`src/rtl/pht_pkg.sv`:
```
package pht_pkg;

  localparam int ADDR_BITS     = 48;
  localparam int PAGE_SHIFT    = 12;
  localparam int PAGE_BITS     = ADDR_BITS - PAGE_SHIFT;
  localparam int MAX_SIZE_LOG2 = 10;
  localparam int MIN_SIZE_LOG2 = 4;
  localparam int SLOTS         = 1 << MAX_SIZE_LOG2;
  localparam int IDX_W         = MAX_SIZE_LOG2;
  localparam int LG_W          = 4;
  localparam int MAX_PAGES     = 256;
  localparam int COUNT_W       = 9;
  localparam int BLOCK_ID_BITS = 16;
  localparam int BLK_IN_W      = 16;
  localparam int STATUS_W      = 2;
  localparam int Q_DEPTH       = 2;
  localparam int QA_W          = (Q_DEPTH > 1) ? $clog2(Q_DEPTH) : 1;

  localparam logic [LG_W-1:0] SIZE_LOG2_RESET = LG_W'(MAX_SIZE_LOG2);

  localparam logic KIND_LOOKUP = 1'b0;
  localparam logic KIND_INSERT = 1'b1;

  localparam logic [STATUS_W-1:0] ST_OK        = 2'd0;
  localparam logic [STATUS_W-1:0] ST_NOT_FOUND = 2'd1;
  localparam logic [STATUS_W-1:0] ST_FULL      = 2'd2;

  typedef struct packed {
    logic                kind;
    logic [ADDR_BITS-1:0] address;
    logic [COUNT_W-1:0]  page_count;
    logic [BLK_IN_W-1:0] block_id;
  } pht_in_t;

  typedef struct packed {
    logic [STATUS_W-1:0] status;
    logic [BLK_IN_W-1:0] found_block;
    logic [COUNT_W-1:0]  pages_done;
  } pht_out_t;

  // classified item as it waits between front and back
  typedef struct packed {
    logic                     kind;
    logic [PAGE_BITS-1:0]     page;
    logic [COUNT_W-1:0]       count;
    logic [BLOCK_ID_BITS-1:0] blk;
  } pht_job_t;

  // back-end status toward the front
  typedef struct packed {
    logic take;
    logic clearing;
  } pht_bstat_t;

endpackage

```
`src/rtl/pht_front.sv`:
```
module pht_front
  import pht_pkg::*;
(
  input  logic       clk,
  input  logic       rst_n,
  input  logic       start,
  output logic       busy,
  input  pht_in_t    in_item,
  input  pht_bstat_t bstat,
  output logic       q_valid,
  output pht_job_t   q_job
);

  pht_job_t        q_r [Q_DEPTH];
  logic [QA_W-1:0] wr_ptr_r, wr_ptr_nxt;
  logic [QA_W-1:0] rd_ptr_r, rd_ptr_nxt;
  logic [QA_W:0]   cnt_r, cnt_nxt;
  logic            push;
  logic            pop;
  pht_job_t        job_c;

  // classify: page number, clamped page count, block id
  always_comb begin
    job_c.kind  = in_item.kind;
    job_c.page  = in_item.address[ADDR_BITS-1:PAGE_SHIFT];
    job_c.count = (in_item.page_count > COUNT_W'(MAX_PAGES)) ? COUNT_W'(MAX_PAGES)
                                                             : in_item.page_count;
    job_c.blk   = in_item.block_id[BLOCK_ID_BITS-1:0];
  end

  assign busy    = (cnt_r == (QA_W+1)'(Q_DEPTH)) || bstat.clearing;
  assign push    = start && !busy;
  assign pop     = bstat.take;
  assign q_valid = (cnt_r != '0);
  assign q_job   = q_r[rd_ptr_r];

  always_comb begin
    wr_ptr_nxt = wr_ptr_r;
    rd_ptr_nxt = rd_ptr_r;
    cnt_nxt    = cnt_r;
    if (push) begin
      wr_ptr_nxt = (wr_ptr_r == QA_W'(Q_DEPTH-1)) ? '0 : wr_ptr_r + 1'b1;
    end
    if (pop) begin
      rd_ptr_nxt = (rd_ptr_r == QA_W'(Q_DEPTH-1)) ? '0 : rd_ptr_r + 1'b1;
    end
    if (push && !pop) begin
      cnt_nxt = cnt_r + 1'b1;
    end else if (pop && !push) begin
      cnt_nxt = cnt_r - 1'b1;
    end
  end

  always_ff @(posedge clk) begin
    if (!rst_n) begin
      wr_ptr_r <= '0;
      rd_ptr_r <= '0;
      cnt_r    <= '0;
    end else begin
      wr_ptr_r <= wr_ptr_nxt;
      rd_ptr_r <= rd_ptr_nxt;
      cnt_r    <= cnt_nxt;
    end
  end

  always_ff @(posedge clk) begin
    if (push) begin
      q_r[wr_ptr_r] <= job_c;
    end
  end

endmodule

```
`config.mk`:
```
export PLATFORM = sky130hd
export DESIGN_NAME = pht_front
export DESIGN_NICKNAME = d
export VERILOG_FILES = /design/src/rtl/pht_pkg.sv /design/src/rtl/pht_front.sv
export SDC_FILE = /design/constraint.sdc
export NUM_CORES = 1
export LEC_CHECK = 0
export ABC_CLOCK_PERIOD_IN_PS = 7740
export BUFFER_PORTS_ARGS = -buffer_cell sky130_fd_sc_hd__clkbuf_2
export CAP_MARGIN = 10
export CORE_MARGIN = 2
export CORE_UTILIZATION = 55
export DETAILED_ROUTE_END_ITERATION = 10
export GPL_ROUTABILITY_DRIVEN = 0
export PLACE_DENSITY = 0.86
export SLEW_MARGIN = 0
export SYNTH_ARGS = -nofsm -noshare
export SYNTH_HDL_FRONTEND = slang
export SYNTH_SLANG_ARGS = --single-unit
```
`constraint.sdc`:
```
create_clock -name clk -period 7.74 [get_ports clk]
set_input_delay 1.161 -clock clk [delete_from_list [all_inputs] [get_ports clk]]
set_output_delay 1.161 -clock clk [all_outputs]
set_load 0.005 [all_outputs]
```
### After elaboration in Yosys (flattened, before gate mapping)

Memories as Yosys holds them, arrays and structs flattened. A register that Yosys moved wholly into a read port is not among the register bits.
Index checks and enable logic that the tools add are counted.

* add/sub/neg operators: 4
* magnitude comparators: 1
* equality and inequality tests: 1
* mux-type cells: 9
* reduce and logical (&&, ||, !) cells: 9

Operator list (number)
* $gt A9 B9 Y1 const B: 1
* $mux W9: 1
* $mux W1: 6
* $mux W2: 2
* $reduce_bool A2 Y1: 2
* $logic_and A1 B1 Y1: 3
* $logic_not A1 Y1: 3
* $add A1 B1 Y1 const B: 2
* $add A2 B1 Y2 const B: 1
* $eq A2 B2 Y1 const B: 1
* $sub A2 B1 Y2 const B: 1
* $logic_or A1 B1 Y1: 1

* flip-flop bits (word level): 4
* memory bits (writable): 124
* input port bits: 79
* output and inout bits: 64
* word-level logic and storage cells: 28
* memories: 1

Memory list
* q_r: depth 2, width 62, rd ports 1, clocked after memory_dff 1, write ports 1, RTL line pht_front.sv:14 `pht_job_t q_r [Q_DEPTH];`

### Logic depth before layout (Yosys ltp)

* depth in word-level cells: 8
* mapped depth: 6

### Worst setup path after synthesis

Ideal clock, no wire load.

* path kind: in2reg
* start: input port start
* end: memory q_r[0][0] (netlist name), enable pin
* arrival time: 4262 ps
* data required time: 7251 ps
* path slack: 2988 ps
* stages: 3
* path buffers: 0
* cells stage by stage: nor2b_1 -> and2_1 -> nor2b_1

* word-level cells in the longest chain between the ends: 3

RTL lines
* from (decl): RTL line pht_front.sv:6 `input logic start,`
* $logic_and A1 B1 Y1: RTL line pht_front.sv:32 `assign push = start && !busy;`
* $mux W1: RTL line pht_front.sv:67 `if (push) begin`
* $mux W1 (implied by the code): RTL line pht_front.sv:68 `q_r[wr_ptr_r] <= job_c;`
* to (decl): RTL line pht_front.sv:14

No other way between the ends.

==> impl_metrics.toml <==
[outcome]
status = "finished clean"

[clock_network]
cts_htree_levels = 4
cts_root_buf = "clkbuf_8"
cts_setup_buffers = 0
clk_pin_slew_worst_paths_ns = 0.06
cts_hold_buf = 0
insertion_delay_ns = 0.50
numClockSinks = 129
cts_buffers = 17
cts_tree = "done"
cts.path.max_buffers = 2
cts_resized = 0

[synth]
synth_edf_count = 124
syn_area_um2 = 4790
synth_flop_cell = "edfxtp_1"
yosysMostFrequentCell = "edfxtp_1"
synth_fa_ha_area_share_pct = 0.2612
yosysTopAreaCell = "edfxtp_1"
synthCells = 228
synth_top_area_share_pct = 77.74
syn-num-nets = 308
synth_top_family_by_area = "multiplexers"
yosys_warnings = 0
ys_types = 20
ys_async_sr_fraction_pct = 0
synth-compound-area-share_pct = 0.3657
ys_ff_latch = 129
ys_seq_area_share_pct = 79.83
synth-xor-area-share_pct = 0.5486
synthMuxAreaShare_pct = 14.58
synth_common_cells = "edfxtp_1 (124), mux2_2 (62), nor2b_1 (10), buf_6 (6), dfxtp_1 (5)"
yosys-top-cells-area = "edfxtp_1 (78%), mux2_2 (15%), dfxtp_1 (2.1%)"
yosys.area_share.simple_pct = 2.743
avgSynthCellArea_um2 = 21.01

[global_routing]
grt.overflow.total = 0
grt_pass1_wl_um = 13620
grt_use_total_pct = 19.19
antenna_found_initial = 0
globalRouteMet3Util_pct = 7.050
grt_use_met1_pct = 22.57
busiest_layer = "met2"
met2_usage_pct = 32.91
grt_pass1_vias = 2698
grt_max_degree = 63

[min_path]
hold_depth = 2
worstHoldStart = "cnt_r[1]"
hold_path_end = "cnt_r[1]"
min_path_type = "reg2reg"

[sta]
rsz0062_at_grt = "no"
fmax_mhz = 287.3
fin_crit_sh_pct = 44.97
hold_viol = 0
finClkSkew_ns = 0.008869
slew_violations = 0
worst_hold_slack_ns = 0.5329
worst_pin_slew_ns = 0.8354
tns_ns = 0
maxSlewHeadroom_pct = 44.19
setup_viol = 0
fin_crit_ns = 3.481

[placed_design]
port_buffers = 130
place_area_um2 = 5532
dp_hpwl_um = 5437

[die]
initial_core_util_pct = 55.74
die_area_um2 = 9471
die_w_um = 97.32
io_pins = 143
rows = 34
die_h_um = 97.32
core-area_um2 = 8593

[worst_setup_path]
required_ns = 6.58
criticalPathCategory = "reg2out"
cpMaxStageDelayCell = "dfxtp_2"
critPathBufInv = 2
crit_chain = "buf_4 > mux2_2 > clkbuf_2"
critPathMaxStageDelay_ns = 0.77
cp-start-kind = "flip-flop"
path_max_fanout = 33
endpoint_kind = "output port"
r2r_cells = 4
r2r_setup_slack_ns = 5.30
reg2reg_from = "cnt_r[0]"
worstPathArrival_ns = 2.32
timing.rr.end = "q_r[0][20]"
critical-path-top-delay-family = "flip-flops"

[power_and_ir_drop]
peakVddDrop_v = 0.0001819
internal-power_mw = 1.434
clkPwrFrac_pct = 46.4
p_leak_nw = 2.352
switching_share_pct = 20.13
power.share.sequential_pct = 45.7
comb_power_share_pct = 7.9
p_sw_mw = 0.3615
p_total_mw = 1.796
powerDensity_nw_per_um2 = 291.5

[run]
maxCapViolations = 0

[route]
ant_nets = 0
drt_iter0_markers = 101
routed_wl_um = 8766
remaining_drc_errors = 0
wl_per_cell_um = 17.78
first_pass_iters = 4
viasPerCell = 5.138
vias = 2533

[cells_and_area]
final_layout_size_suffix_gt1_share_pct = 59.22
fillers = 564
final_net_count = 452
design_area_um2 = 6161
diodes = 0
fin_util_pct = 71.69
area_growth_syn_to_layout_pct = 28.63
[metal layers]
metal	vias to the layer above	share of wire [%]
li1	1174	-
met1	1259	39
met2	96	54
met3	4	6.1
met4	0	0.46
met5	-	0
[layout by cell type, fill, tap and decap left out, drive strengths merged]
master      n
nand2       1
nand4b      1
mux2       62
clkinvlp    3
clkbuf    148
bufinv      5
ha          1
nand2b      2
edfxtp    124
a21boi      1
dfxtp       5
xor2        2
or2         1
xnor2       1
o21ai       2
and2        4
or3         1
nor2b      10
clkinv      5
buf         3
inv         2
and3        1
[registers in the layout, summed over array words and instances, names as in the netlist, named ones only]
name      count
rd_ptr_r      1
wr_ptr_r      1
cnt_r         2
q_r         124
[cells by family after synthesis]
| group | count (synthesis) |
|---|---|
| AOI/OAI and AO/OA | 3 |
| xor gates and xnor gates | 3 |
| adders and majority gates | 1 |
| buffers and inverters | 9 |
| DFF | 129 |
| muxes | 62 |
| and+or+nand+nor | 21 |
[worst reg2reg max path, delay by kind of cell (launching register included)]
family	cells	cell delay, ns
buffers and inverters	1	0.55
flip-flops	1	0.39
AND/OR/NAND/NOR	3	1.12
[worst max path at each step]
stage              start          to  slack, ns  depth (start not counted)
2_1_floorplan      start   q_r[0][0]       2.99                          3
3_3_place_gp       start  q_r[0][28]       4.48                          5
3_5_place_dp    bstat[0]  q_r[0][32]       4.41                          5
4_1_cts        flip-flop   q_job[23]       4.17                          3
5_1_grt        flip-flop   q_job[16]       4.10                          3
6_report       flip-flop   q_job[16]       4.26                          3
[cell type report]
| class | count | area [um2] | share of cell area [%] |
|---|---|---|---|
| inverters | 1 | 3.754 | 0.06093 |
| well taps | 108 | 135.1 | 2.193 |
| repair buffers | 133 | 673.1 | 10.93 |
| clock buffers | 18 | 417.9 | 6.783 |
| clock inverters | 14 | 211.5 | 3.432 |
| multi-input cells | 90 | 894.6 | 14.52 |
| flip-flops and latches | 129 | 3825 | 62.08 |
[power groups by stage]
stage	logic [mW]	registers, mW	clock network, mW
after CTS	0.145	0.821	0.854
after global routing	0.155	0.823	0.882
after floorplan	0.0850	0.827	0
after detailed placement	0.143	0.834	0
final	0.142	0.820	0.833
after global placement	0.138	0.832	0
[through the flow]
step,std cells,setup WS (ns)
6_report,493,4.259
5_1_grt,493,4.101
4_1_cts,493,4.167
3_5_place_dp,461,4.410
3_3_place_gp,461,4.479
2_1_floorplan,228,2.988
(Power assumes the default switching activity.)
